**config.mk**
```make
export PLATFORM = sky130hd
export DESIGN_NAME = lcg_random_in_range_core_flat
export DESIGN_NICKNAME = d
export VERILOG_FILES = /design/src/rtl/lrr_pkg.sv /design/src/rtl/lrr_req_if.sv /design/src/rtl/lrr_rsp_if.sv /design/src/rtl/lcg_random_in_range_core.sv /design/src/flat_wrapper.sv
export SDC_FILE = /design/constraint.sdc
export NUM_CORES = 1
export LEC_CHECK = 0
export BUFFER_PORTS_ARGS = -buffer_cell sky130_fd_sc_hd__buf_2
export CORE_MARGIN = 3
export CORE_UTILIZATION = 35
export DETAILED_ROUTE_END_ITERATION = 10
export GPL_TIMING_DRIVEN = 0
export SKIP_LAST_GASP = 1
export SYNTH_ARGS = -nofsm -noshare
export SYNTH_HDL_FRONTEND = slang
export SYNTH_SLANG_ARGS = --single-unit
```
**constraint.sdc**
```tcl
create_clock -name clock -period 7.2 [get_ports clock]
set_input_delay 0.36 -clock clock [delete_from_list [all_inputs] [get_ports clock]]
set_output_delay 0.36 -clock clock [all_outputs]
set_load 0.1 [all_outputs]
```
**src/rtl/lrr_pkg.sv**
```systemverilog
// ---------------------------------------------------------------------------
// LCG random-in-range package
// Widths, generator constants and operation codes.
// ---------------------------------------------------------------------------
package lrr_pkg;

   localparam int unsigned WordW = 32;

   localparam logic [WordW-1:0] LcgMul  = 32'd1103515245;
   localparam logic [WordW-1:0] LcgInc  = 32'd12345;
   localparam logic [WordW-1:0] SeedMod = 32'd10000;
   localparam int unsigned HighShift    = 16;

   // restoring divider: one quotient bit per cycle
   localparam int unsigned DivSteps = WordW;
   localparam int unsigned CountW   = $clog2(DivSteps);

   localparam logic [0:0] OpReseed = 1'b0;
   localparam logic [0:0] OpDraw   = 1'b1;

endpackage

```
**src/rtl/lrr_req_if.sv**
```systemverilog
// ---------------------------------------------------------------------------
// LCG random-in-range request channel
// Valid/ready channel carrying one operation item.
// ---------------------------------------------------------------------------
interface lrr_req_if;
   logic                          valid;
   logic                          ready;
   logic [0:0]                    operation;
   logic [lrr_pkg::WordW-1:0]     epoch_secs;
   logic [lrr_pkg::WordW-1:0]     range_low;
   logic [lrr_pkg::WordW-1:0]     range_high;

   modport source (output valid, operation, epoch_secs, range_low, range_high,
                   input ready);
   modport sink   (input valid, operation, epoch_secs, range_low, range_high,
                   output ready);
endinterface

```
**src/rtl/lrr_rsp_if.sv**
```systemverilog
// ---------------------------------------------------------------------------
// LCG random-in-range response channel
// Valid/ready channel carrying one result item.
// ---------------------------------------------------------------------------
interface lrr_rsp_if;
   logic                          valid;
   logic                          ready;
   logic [lrr_pkg::WordW-1:0]     value;
   logic                          span_zero;

   modport source (output valid, value, span_zero, input ready);
   modport sink   (input valid, value, span_zero, output ready);
endinterface

```
**src/rtl/lcg_random_in_range_core.sv**
```systemverilog
// ---------------------------------------------------------------------------
// LCG random-in-range core
// 32-bit linear congruential generator with reseed and ranged draw.
// ---------------------------------------------------------------------------
// One item at a time. A reseed loads seed = epoch_secs mod 10000 and returns
// the new seed. A draw advances seed = seed*1103515245 + 12345 (mod 2^32) and
// returns range_low + ((seed >> 16) mod (range_high - range_low)), all mod
// 2^32; an empty span returns range_low with span_zero set, seed still
// advancing. Both modulo operations run on one shared restoring divider that
// produces one quotient bit per cycle; an empty-span draw skips the divider.
// The multiply is a single registered 32x32 step. The result sits in an
// output register, so a new request transfer is taken while the previous
// result still waits on rsp; the block only stalls finishing an item when
// that register is still full.
// ---------------------------------------------------------------------------
module lcg_random_in_range_core (
   input  logic      clock,
   input  logic      reset,
   lrr_req_if.sink   req_chan,
   lrr_rsp_if.source rsp_chan
);

   typedef enum logic [2:0] {
      ST_IDLE,
      ST_MUL,
      ST_INC,
      ST_DIV,
      ST_FIN
   } state_type;

   state_type                        state_ff, state_in;
   logic [lrr_pkg::WordW-1:0]        seed_ff, seed_in;
   logic [lrr_pkg::WordW-1:0]        prod_ff, prod_in;
   logic [lrr_pkg::WordW-1:0]        dvd_ff, dvd_in;
   logic [lrr_pkg::WordW-1:0]        rem_ff, rem_in;
   logic [lrr_pkg::WordW-1:0]        divisor_ff, divisor_in;
   logic [lrr_pkg::WordW-1:0]        low_ff, low_in;
   logic [lrr_pkg::CountW-1:0]       count_ff, count_in;
   logic [0:0]                       op_ff, op_in;
   logic                             zero_ff, zero_in;
   logic                             rsp_valid_ff, rsp_valid_in;
   logic [lrr_pkg::WordW-1:0]        rsp_value_ff, rsp_value_in;
   logic                             rsp_zero_ff, rsp_zero_in;

   logic                             req_xfer;
   logic                             out_free;
   logic [lrr_pkg::WordW-1:0]        mul_low;
   logic [lrr_pkg::WordW-1:0]        seed_adv;
   logic [lrr_pkg::WordW:0]          rem_shift;
   logic [lrr_pkg::WordW:0]          rem_diff;

   assign req_chan.ready    = (state_ff == ST_IDLE);
   assign req_xfer          = req_chan.valid && req_chan.ready;
   assign out_free          = !rsp_valid_ff || rsp_chan.ready;

   assign rsp_chan.valid     = rsp_valid_ff;
   assign rsp_chan.value     = rsp_value_ff;
   assign rsp_chan.span_zero = rsp_zero_ff;

   // low word of the LCG multiply
   assign mul_low  = seed_ff * lrr_pkg::LcgMul;
   assign seed_adv = prod_ff + lrr_pkg::LcgInc;

   // shared divider step: shift in next dividend bit, subtract if it fits
   assign rem_shift = {rem_ff, dvd_ff[lrr_pkg::WordW-1]};
   assign rem_diff  = rem_shift - {1'b0, divisor_ff};

   always_comb begin
      state_in     = state_ff;
      seed_in      = seed_ff;
      prod_in      = prod_ff;
      dvd_in       = dvd_ff;
      rem_in       = rem_ff;
      divisor_in   = divisor_ff;
      low_in       = low_ff;
      count_in     = count_ff;
      op_in        = op_ff;
      zero_in      = zero_ff;
      rsp_valid_in = rsp_valid_ff;
      rsp_value_in = rsp_value_ff;
      rsp_zero_in  = rsp_zero_ff;

      if (rsp_valid_ff && rsp_chan.ready) begin
         rsp_valid_in = 1'b0;
      end

      case (state_ff)
         ST_IDLE: begin
            if (req_xfer) begin
               op_in    = req_chan.operation;
               low_in   = req_chan.range_low;
               rem_in   = '0;
               count_in = '0;
               zero_in  = 1'b0;
               if (req_chan.operation == lrr_pkg::OpReseed) begin
                  dvd_in     = req_chan.epoch_secs;
                  divisor_in = lrr_pkg::SeedMod;
                  state_in   = ST_DIV;
               end else begin
                  divisor_in = req_chan.range_high - req_chan.range_low;
                  state_in   = ST_MUL;
               end
            end
         end
         ST_MUL: begin
            prod_in  = mul_low;
            state_in = ST_INC;
         end
         ST_INC: begin
            seed_in = seed_adv;
            dvd_in  = lrr_pkg::WordW'(seed_adv >> lrr_pkg::HighShift);
            if (divisor_ff == '0) begin
               zero_in  = 1'b1;
               state_in = ST_FIN;
            end else begin
               state_in = ST_DIV;
            end
         end
         ST_DIV: begin
            dvd_in   = {dvd_ff[lrr_pkg::WordW-2:0], 1'b0};
            rem_in   = rem_diff[lrr_pkg::WordW] ? rem_shift[lrr_pkg::WordW-1:0]
                                                : rem_diff[lrr_pkg::WordW-1:0];
            count_in = count_ff + 1'b1;
            if (count_ff == lrr_pkg::CountW'(lrr_pkg::DivSteps - 1)) begin
               state_in = ST_FIN;
            end
         end
         ST_FIN: begin
            if (out_free) begin
               rsp_valid_in = 1'b1;
               if (op_ff == lrr_pkg::OpReseed) begin
                  seed_in      = rem_ff;
                  rsp_value_in = rem_ff;
                  rsp_zero_in  = 1'b0;
               end else if (zero_ff) begin
                  rsp_value_in = low_ff;
                  rsp_zero_in  = 1'b1;
               end else begin
                  rsp_value_in = low_ff + rem_ff;
                  rsp_zero_in  = 1'b0;
               end
               state_in = ST_IDLE;
            end
         end
         default: begin
            state_in = ST_IDLE;
         end
      endcase
   end

   always_ff @(posedge clock) begin
      if (reset) begin
         state_ff     <= ST_IDLE;
         seed_ff      <= '0;
         rsp_valid_ff <= 1'b0;
      end else begin
         state_ff     <= state_in;
         seed_ff      <= seed_in;
         rsp_valid_ff <= rsp_valid_in;
      end
      prod_ff      <= prod_in;
      dvd_ff       <= dvd_in;
      rem_ff       <= rem_in;
      divisor_ff   <= divisor_in;
      low_ff       <= low_in;
      count_ff     <= count_in;
      op_ff        <= op_in;
      zero_ff      <= zero_in;
      rsp_value_ff <= rsp_value_in;
      rsp_zero_ff  <= rsp_zero_in;
   end

endmodule

```
**src/flat_wrapper.sv**
```systemverilog
// flat-port wrapper written by rule: the top's interface ports become plain ports
module lcg_random_in_range_core_flat 
  (clock, reset, req_chan_valid, req_chan_operation, req_chan_epoch_secs, req_chan_range_low, req_chan_range_high, req_chan_ready, rsp_chan_valid, rsp_chan_value, rsp_chan_span_zero, rsp_chan_ready);
  lrr_req_if req_chan_i ();
  lrr_rsp_if rsp_chan_i ();
  input  logic clock;
  input  logic reset;
  input wire logic [$bits(req_chan_i.valid)-1:0] req_chan_valid;
  input wire logic [$bits(req_chan_i.operation)-1:0] req_chan_operation;
  input wire logic [$bits(req_chan_i.epoch_secs)-1:0] req_chan_epoch_secs;
  input wire logic [$bits(req_chan_i.range_low)-1:0] req_chan_range_low;
  input wire logic [$bits(req_chan_i.range_high)-1:0] req_chan_range_high;
  output wire logic [$bits(req_chan_i.ready)-1:0] req_chan_ready;
  output wire logic [$bits(rsp_chan_i.valid)-1:0] rsp_chan_valid;
  output wire logic [$bits(rsp_chan_i.value)-1:0] rsp_chan_value;
  output wire logic [$bits(rsp_chan_i.span_zero)-1:0] rsp_chan_span_zero;
  input wire logic [$bits(rsp_chan_i.ready)-1:0] rsp_chan_ready;
  assign req_chan_i.valid = req_chan_valid;
  assign req_chan_i.operation = req_chan_operation;
  assign req_chan_i.epoch_secs = req_chan_epoch_secs;
  assign req_chan_i.range_low = req_chan_range_low;
  assign req_chan_i.range_high = req_chan_range_high;
  assign req_chan_ready = req_chan_i.ready;
  assign rsp_chan_valid = rsp_chan_i.valid;
  assign rsp_chan_value = rsp_chan_i.value;
  assign rsp_chan_span_zero = rsp_chan_i.span_zero;
  assign rsp_chan_i.ready = rsp_chan_ready;
  lcg_random_in_range_core u_core (.clock(clock), .reset(reset), .req_chan(req_chan_i), .rsp_chan(rsp_chan_i));
endmodule
```
After elaboration in Yosys (flattened, before gate mapping)
Cells that the tools add are included.
{"block": "totals", "mem_bits_rw": 0, "memories": 0, "latch_bits": 0, "romBits": 0, "reg_bits": 236, "elab_cells": 73, "out_inout_bits": 35}
{"block": "op_classes", "shifts": 0, "reduce_logical": 17, "div_mod_pow": 0, "eq_ne": 11, "bitwise_logic": 0, "mux": 26, "n_mul": 1, "add_sub_neg": 5, "order_cmp": 0}
{"operator": "two-way mux 32 bit", "count": 8}
{"operator": "case mux 32 bit (2 select lines)", "count": 2}
{"operator": "case mux 32 bit (3 select lines)", "count": 1}
{"operator": "subtractor 33 x 32 -> 33 bit", "count": 1}
{"operator": "adder 32 x 14 -> 32 bit (second input constant)", "count": 1}
{"operator": "adder 32 bit", "count": 1}
{"operator": "logical NOT 32 bit", "count": 1}
{"operator": "multiplier 32 x 31 -> 32 bit (second input constant)", "count": 1}
{"operator": "subtractor 32 bit", "count": 1}
{"operator": "case mux 3 bit (5 select lines)", "count": 1}
{"operator": "two-way mux 3 bit", "count": 4}
{"operator": "AND reduction 3 bit", "count": 4}
{"operator": "case mux 5 bit (2 select lines)", "count": 1}
{"operator": "== test 3 x 2 -> 1 bit (second input constant)", "count": 2}
{"operator": "two-way mux 1 bit", "count": 6}
{"operator": "!= test 2 x 1 -> 1 bit (second input constant)", "count": 3}
{"operator": "!= test 2 bit (second input constant)", "count": 3}
{"operator": "AND reduction 2 bit", "count": 3}
{"operator": "nonzero test 2 bit", "count": 3}
{"operator": "adder 5 x 1 -> 5 bit (second input constant)", "count": 1}
{"operator": "== test 5 bit (second input constant)", "count": 1}
{"operator": "two-way mux 5 bit", "count": 1}
{"operator": "== test 3 x 1 -> 1 bit (second input constant)", "count": 1}
{"operator": "== test 3 bit (second input constant)", "count": 1}
{"operator": "7 further kinds", "count": 8}

Longest topological paths before layout
Gate-level depths: netlist (run 1).
{"block": "logic_depth", "word_depth": 4, "depth_mapped": 25, "ltp_nobuf": 24}

Least setup slack after synthesis (run 1)
No wires, ideal clock.
{"block": "synth_timing", "path_type": "register to register", "from": "register u_core.seed_ff[7] (netlist bit)", "to": "register u_core.prod_ff[31] (netlist bit), data pin", "period_less_slack_ps": 6519, "stages_incl_launch_ff": 23, "arrival_time_ps": 6259, "required_time_ps": 6940, "slack_ps": 681, "setup_time_ps": 260, "path_cell_list": "dfxtp_1 ha_1 fa_1 fa_1 inv_1 fa_1 fa_1 fa_1 inv_1 fa_1 inv_1 fa_1 inv_1 ha_1 clkbuf_1 nand3_1 a2111oi_0 nor2_1 a211oi_1 a211oi_1 o21ai_0 a21oi_1 xnor2_1"}
{"block": "synth_via", "elab_chain_len": 1}
{"item": "from (decl)", "line": "lcg_random_in_range_core.sv:32", "rtl": "logic [lrr_pkg::WordW-1:0] seed_ff, seed_in;"}
{"item": "from (signal assigned)", "line": "lcg_random_in_range_core.sv:158", "rtl": "seed_ff <= seed_in;"}
{"item": "multiplier 32 x 31 -> 32 bit", "line": "lcg_random_in_range_core.sv:61", "rtl": "assign mul_low = seed_ff * lrr_pkg::LcgMul;"}
{"item": "via u_core.mul_low, one bit", "line": "lcg_random_in_range_core.sv:47", "rtl": "logic [lrr_pkg::WordW-1:0] mul_low;"}
{"item": "to (signal assigned)", "line": "lcg_random_in_range_core.sv:161", "rtl": "prod_ff <= prod_in;"}
{"item": "to (decl)", "line": "lcg_random_in_range_core.sv:33", "rtl": "logic [lrr_pkg::WordW-1:0] prod_ff, prod_in;"}
The timed path passes the listed nets, and every way through them passes these cells.
A chain may end at the register's enable or synchronous reset.

Worst setup path in the final report (run 1)
{"block": "layout_timing", "from": "register u_core.seed_ff[8] (netlist bit)", "to": "register u_core.prod_ff[31] (netlist bit), data pin"}
The elaborated chain is that of the path after synthesis.

==> reports/results.txt, run 1 <==
outcome: complete, no violations
antenna violations before repair: 1
Clock Skew: 0.02222 ns
critical path startpoint: u_core.seed_ff[8]
r2r startpoint: u_core.seed_ff[8]
top sig layer: met5
Crit path required time: 7.50 ns
most used cell, CP: fa_1
Ports: 136
Final Hold Viols: 0
sequential fraction of the synthesis area: 0.2916
drt first-iter violations: 1234
leading area contributor after synthesis: edfxtp_1
root buffer cell: clkbuf_16
gr ovfl total: 0
area grow syn2layout: 13.24%
number of buffers created by CTS: 26
Setup Viol. Count Final: 0
chip height: 262.7 um
via count: 17871
CP arrival: 7.16 ns
Hold WC Path Type: in -> reg
CP bufs+invs: 4
die area: 0.06902 mm2
final wirelength: 62.87 mm
Synth Flop Type: edfxtp_1
Post-synth top cells: inv_1, ha_1, edfxtp_1
first-pass GRT wire length: 100.3 mm
cells along the critical path: ha_1 > xor2_2 > ha_1 > a21oi_1 > fa_1 > fa_1 > inv_1 > fa_1 > inv_1 > fa_1 > fa_1 > fa_1 > inv_1 > ha_1 > nand3_1 > a2111oi_4 > nor2_1 > a211oi_2 > buf_4 > a211oi_4 > o21ai_1 > a21oi_1 > xnor2_1
kind of critical path: reg -> reg
DR DRC count: 0
GRT Total Usage: 0.1806
Slowest cell on crit path: fa_1
Routed Antenna Nets: 0
drt first pass iters: 5
Port-buffer cells: 134
post-synthesis cell count: 2385
mapped cell area: 0.02307 mm2
Max Slew Vio Count: 0
startpoint class of the critical path: flop
Worst path max stage delay: 0.55 ns
Cell variety after synth: 74
initial core utilization: 0.3559
top-count cell post-synth: inv_1
number of flops mapped to enable cells by yosys: 200
vias in the first global route: 18292
layout cells sized above 1: 0.09588
R2R setup slack: 0.34 ns
Rel. slew slack: 0.2748
CTS tree: built
Crit path depth: 23
CTS sink cnt: 236
Core ar.: 0.06481 mm2
cells taking the most area after synthesis: edfxtp_1, fa_1, ha_1
Cell Rows: 93
Die Wd: 262.7 um
largest net degree at the start of global routing: 68
RSZ-0062 raised after global routing: no
Post-Route M1 WL: 29.33 mm
WL met2: 28.68 mm
Via density: 5.177
CP top delay family: adder cells
routability cong.: 0.9049
reg2reg end: u_core.prod_ff[31]
CP max FO: 9
FILL cells: 6351
top-area cell type share of the netlist area: 0.2604
Detail Route met3 WL: 3.217 mm
worst reg-to-reg path cell count: 23
Critical Path End: u_core.prod_ff[31]
CTS max path bufs: 3
number of synthesis warnings: 0
post-route clock period utilization: 0.9526
max capacitance violation total: 0
Routed wire per std cell: 18.21 um
Antenna Diode Count: 0
number of synthesized register bits: 236
Post-Synthesis Net Count: 2951
Tightest Pin Transition: 1.060 ns
DP Wirelength: 52.07 mm
CTS H-tree lvls: 1
fin crit period: 6.859 ns
Nets: 3143
FFs w/ async S/R, synth: 0
clk_lat worst skew: 0.55 ns
Worst setup EP type: flop
fmax: 145.8 MHz
syn_area_per_cell: 9.671 um2
fin util: 0.4030
clock-pin slew on the worst setup and hold paths: 0.06 ns
## area by class of cell
class,count,area [um2],share of cell area
multi-input cells,1715,14790,0.5663
flip-flops and latches,236,6763,0.2589
inverters,374,1404,0.05375
well taps,855,1070,0.04096
repair buffers,165,980.9,0.03756
clock buffers,28,679.4,0.02601
plain buffers,59,231.5,0.008862
clock inverters,20,200.2,0.007664
## metrics by stage
step | hold slack, ns | cells | worst slack (ns) | TNS (ns) | cell area [um2]
floorplan | 0.4570 | 2385 | 0.6812 | 0 | 23070
global placement | 0.4824 | 3374 | -0.8111 | -2.203 | 24810
global route | 0.002957 | 3452 | 0.07228 | 0 | 26120
finish | 0.01704 | 3452 | 0.3411 | 0 | 26120
detailed placement | 0.4797 | 3378 | -0.7826 | -2.101 | 24910
CTS | 0.001167 | 3442 | 0.1116 | 0 | 25980
## kinds of logic (layout without fill, tap and decap cells)
group / Yosys count / after routing / share of synthesized area
AO/OA/AOI/OAI: 499 / 499 / 0.1333
XOR/XNOR: 161 / 161 / 0.06113
adder cells (fa/ha/maj): 465 / 465 / 0.3144
buffers and inverters: 434 / 646 / 0.07106
flip-flops: 236 / 236 / 0.2916
multiplexers: 31 / 31 / 0.01356
AND/OR/NAND/NOR: 559 / 559 / 0.1149
## worst min path at each step
stage | cells after the start | endpoint | from
2_1_floorplan | 2 | u_core.seed_ff[30] | u_core.seed_ff[30]
3_3_place_gp | 2 | u_core.seed_ff[30] | u_core.seed_ff[30]
3_5_place_dp | 2 | u_core.seed_ff[30] | u_core.seed_ff[30]
4_1_cts | 1 | u_core.low_ff[26] | req_chan_range_low[26]
5_1_grt | 1 | u_core.low_ff[21] | req_chan_range_low[21]
6_report | 1 | u_core.low_ff[2] | req_chan_range_low[2]
## placed cells by master, fill, tap and decap left out, drive strengths merged, types with 76 or more instances in the layout
cell type  synthesis  layout
fa               191     191
nor2             183     183
ha               274     274
edfxtp           200     200
buf               11     161
clkbuf            49      76
a21oi            192     192
nand2            141     141
o21ai            114     114
xnor2             99      99
inv              374     376
## sequential cells by signal (all words and copies together), names as in the netlist, 3 cells and up
register and count:
u_core.low_ff 32, u_core.state_ff 3, u_core.divisor_ff 32, u_core.seed_ff 32
u_core.dvd_ff 32, u_core.rsp_chan.value 32, u_core.rem_ff 32, u_core.prod_ff 32
u_core.count_ff 5
## repair_timing
item | 4_1_cts | 5_1_grt
hold endpoints to repair | 15 | 0
pin swaps | 1 | 2
setup buffers | 1 | 11
hold buffers | 15 | 0
setup endpoints to repair | 6 | 4
gates resized for setup | 18 | 17
## metal layers
metal,up-vias,GRT usage
met5,-,0
met4,2,0.04210
met3,111,0.02696
met2,427,0.2901
met1,8810,0.2570
li1,8521,-
Power of run 1 is left out: the tool's default activity adds up to more than one toggle a clock period on the data nets, which glitch-free logic cannot reach.
==> inputs of run 2 (changes only) <==
- clock period: 7.2 -> 7 ns (I/O delays scaled with it)
==> reports/results.txt, run 2 (same netlist as run 1, synthesis figures left out) <==
outcome: complete, no violations
CP max FO: 7
Final Hold Viols: 0
Nets: 3153
die area: 0.06902 mm2
Routed wire per std cell: 18.22 um
first-pass GRT wire length: 100.5 mm
kind of critical path: reg -> reg
Cell Rows: 93
Routed Antenna Nets: 0
vias in the first global route: 18319
chip height: 262.7 um
Finished Cell Area: 0.02624 mm2
largest net degree at the start of global routing: 68
DR DRC count: 0
Ports: 136
Die Wd: 262.7 um
Max Slew Vio Count: 0
final wirelength: 63.07 mm
Hold WC Path Type: in -> reg
DP Wirelength: 52.07 mm
fmax: 148.2 MHz
Setup Viol. Count Final: 0
RSZ-0062 raised after global routing: yes
Port-buffer cells: 134
CTS max path bufs: 3
gr ovfl total: 0
CTS H-tree lvls: 1
root buffer cell: clkbuf_16
clock-pin slew on the worst setup and hold paths: 0.06 ns
FILL cells: 6350
post-route clock period utilization: 0.9642
hold slack: 0.01614 ns
CP arrival: 7.05 ns
clk_lat worst skew: 0.55 ns
drt first-iter violations: 1178
CTS sink cnt: 236
GRT Total Usage: 0.1807
startpoint class of the critical path: flop
number of buffers created by CTS: 26
Rel. slew slack: 0.2501
Tightest Pin Transition: 1.096 ns
area grow syn2layout: 13.76%
initial core utilization: 0.3559
Antenna Diode Count: 0
DP Area: 0.02491 mm2
drt first pass iters: 5
Setup Total Neg Slack: 0 ns
Core ar.: 0.06481 mm2
layout cells sized above 1: 0.09820
Via density: 5.161
most common cell after layout, fill and taps aside: inv_1
Clock Skew: 0.02155 ns
Crit path required time: 7.30 ns
antenna violations before repair: 1
CTS tree: built
routability cong.: 0.9049
via count: 17867
fin crit period: 6.749 ns
most frequent cells in the layout: inv_1, ha_1, edfxtp_1
max capacitance violation total: 0
Worst setup EP type: flop
[run 2: worst paths after layout]
check / from / cells past startpoint / end / slack, ns
worst max-delay path: u_core.seed_ff[7] / 23 / u_core.prod_ff[31] / 0.25
worst min-delay path: req_chan_range_low[0] / 1 / u_core.low_ff[0] / 0.02
worst max register to register: u_core.seed_ff[7] / 23 / u_core.prod_ff[31] / 0.25
worst min register to register: u_core.rsp_chan.valid / 2 / u_core.rsp_chan.valid / 0.49
[run 2: metrics by stage]
step,setup slack (ns),util,cells
CTS,-0.06452,0.4022,3450
global placement,-1.011,0.3827,3374
detailed placement,-0.9826,0.3843,3378
finish,0.2508,0.4049,3462
global route,-0.01270,0.4049,3462
floorplan,0.4812,-,2385
[run 2: worst max-delay path, cell delays in order (launching register included)]
cell	delay, ns
dfxtp_4	0.41
ha_2	0.34
xor2_2	0.20
ha_1	0.20
a21oi_1	0.20
fa_1	0.47
fa_1	0.50
inv_1	0.06
fa_1	0.50
inv_1	0.06
fa_1	0.55
fa_1	0.46
fa_1	0.54
inv_1	0.05
ha_1	0.36
nand3_1	0.16
a2111oi_4	0.39
nor2_1	0.13
a211oi_2	0.23
buf_4	0.18
a211oi_4	0.08
o21ai_1	0.20
a21oi_1	0.11
xnor2_1	0.13
[run 2: area by class of cell]
type	instances	area, um2	share of cell area
multi-input cells	1715	14810	0.5644
flip-flops and latches	236	6766	0.2579
inverters	374	1404	0.05350
repair buffers	175	1079	0.04110
well taps	855	1070	0.04077
clock buffers	28	679.4	0.02589
plain buffers	59	231.5	0.008821
clock inverters	20	200.2	0.007629
[run 2: routing by layer]
| metal | track usage | routed length, um | up-vias |
|---|---|---|---|
| met2 | 0.2902 | 28780 | 448 |
| met5 | 0 | 20 | - |
| met3 | 0.02706 | 3440 | 106 |
| met4 | 0.04210 | 1553 | 2 |
| met1 | 0.2574 | 29280 | 8775 |
| li1 | - | - | 8536 |
[run 2: what timing repair did]
item | CTS | global route
resized for setup | 20 | 23
endpoints found under the setup margin | 6 | 7
pin swaps | 1 | 3
hold buffers | 23 | 1
buffers inserted | 1 | 12
hold endpoints to repair | 23 | 1
Power of run 2 is left out for the same reason.
==> inputs of run 3 (changes only) <==
- MAX_ROUTING_LAYER: unset -> met4
- PLACE_DENSITY: unset -> 0.58
==> reports/results.txt, run 3 (same netlist as run 1, synthesis figures left out) <==
Hold WC Path Type: in -> reg
CP max FO: 7
Clock Skew: 0.01612 ns
antenna violations before repair: 2
Setup Total Neg Slack: 0 ns
Nets: 3159
Ports: 136
CTS H-tree lvls: 1
Core ar.: 0.06481 mm2
most common cell after layout, fill and taps aside: inv_1
CTS tree: built
initial core utilization: 0.3559
outcome: complete, no violations
FILL cells: 6379
dpl cells: 3378
first-pass GRT wire length: 101.0 mm
DP Wirelength: 52.74 mm
number of buffers created by CTS: 26
area grow syn2layout: 13.80%
layout cells sized above 1: 0.09338
Rel. slew slack: 0.2294
fin crit period: 6.797 ns
drt first-iter violations: 1221
gr ovfl total: 0
CTS max path bufs: 3
max capacitance violation total: 0
hold slack: 0.02140 ns
Max Slew Vio Count: 0
root buffer cell: clkbuf_16
Crit path required time: 7.29 ns
via count: 17788
CTS sink cnt: 236
final worst slack: 0.2031 ns
final wirelength: 63.75 mm
Port-buffer cells: 134
drt first pass iters: 5
Non-Filler Instances: 3469
GRT Total Usage: 0.1874
Slowest cell on crit path: fa_1
Routed wire per std cell: 18.38 um
Tightest Pin Transition: 1.153 ns
Routed Antenna Nets: 0
chip height: 262.7 um
Place WS: -1.078 ns
Worst setup EP type: flop
Setup Viol. Count Final: 0
Final Hold Viols: 0
CP arrival: 7.09 ns
clock-pin slew on the worst setup and hold paths: 0.06 ns
largest net degree at the start of global routing: 68
most frequent cells in the layout: inv_1, ha_1, edfxtp_1
most used cell, CP: fa_1
die area: 0.06902 mm2
Die Wd: 262.7 um
post-route clock period utilization: 0.9710
clk_lat worst skew: 0.55 ns
DR DRC count: 0
Via density: 5.128
RSZ-0062 raised after global routing: yes
startpoint class of the critical path: flop
cells along the critical path: ha_1 > xor2_1 > ha_1 > a21oi_1 > fa_1 > fa_1 > inv_1 > fa_1 > fa_1 > fa_1 > inv_1 > fa_1 > inv_1 > ha_1 > nand2_1 > a2111oi_4 > nor2_1 > a211oi_2 > buf_4 > a211oi_4 > o21ai_1 > a21oi_2 > xnor2_1
routability cong.: 0.9370
vias in the first global route: 18139
Worst path max stage delay: 0.56 ns
Cell Rows: 93
kind of critical path: reg -> reg
fmax: 147.1 MHz
==> run 3: routing by layer <==
| metal | routed length (um) | vias to the layer above | track usage |
|---|---|---|---|
| li1 | - | 8557 | - |
| met2 | 29510 | 408 | 0.2989 |
| met4 | 879 | 0 | 0.02697 |
| met3 | 2953 | 61 | 0.02200 |
| met1 | 30400 | 8762 | 0.2628 |
| met5 | 0 | - | - |
==> run 3: final timing paths <==
kind | start | to | slack [ns] | depth (start not counted)
setup reg to reg | u_core.seed_ff[9] | u_core.prod_ff[31] | 0.20 | 23
hold / removal | req_chan_range_low[1] | u_core.low_ff[1] | 0.02 | 1
setup / recovery | u_core.seed_ff[9] | u_core.prod_ff[31] | 0.20 | 23
hold reg to reg | u_core.rsp_chan.valid | u_core.rsp_chan.valid | 0.48 | 2
==> run 3: repair_timing <==
| item | in CTS | in global routing |
|---|---|---|
| pin swaps | 1 | 2 |
| hold buffers | 30 | 0 |
| endpoints found under the setup margin | 7 | 5 |
| buffers inserted | 1 | 12 |
| endpoints found under the hold margin | 30 | 0 |
| resized for setup | 21 | 22 |
| cloned | 0 | 0 |
==> run 3: cell type report <==
class                      instances  area (um2)  share of cell area
multi-input combinational       1715       14800              0.5639
sequential                       236        6766              0.2578
inverter                         374        1404             0.05348
timing repair buffer             181        1135             0.04323
tap                              855        1070             0.04076
clock buffer                      40       744.5             0.02836
buffer                            59       231.5            0.008818
clock inverter                     8       92.59            0.003527
antenna                            1       2.502          0.00009533
==> run 3: worst max-delay path, delay by kind of cell (launching register included) <==
kind                       cells  cell delay [ns]
xor gates and xnor gates       2             0.35
buffers and inverters          4             0.35
DFF                            1             0.46
adders and majority gates      9             3.91
AOI/OAI and AO/OA              6             1.22
and+or+nand+nor                2             0.24
==> run 3: stage by stage <==
step	cell area (um2)	util
2_1_floorplan	23070	-
3_3_place_gp	24810	0.3827
3_5_place_dp	24900	0.3842
4_1_cts	26090	0.4025
5_1_grt	26250	0.4050
6_report	26250	0.4050
Power of run 3 is left out for the same reason.
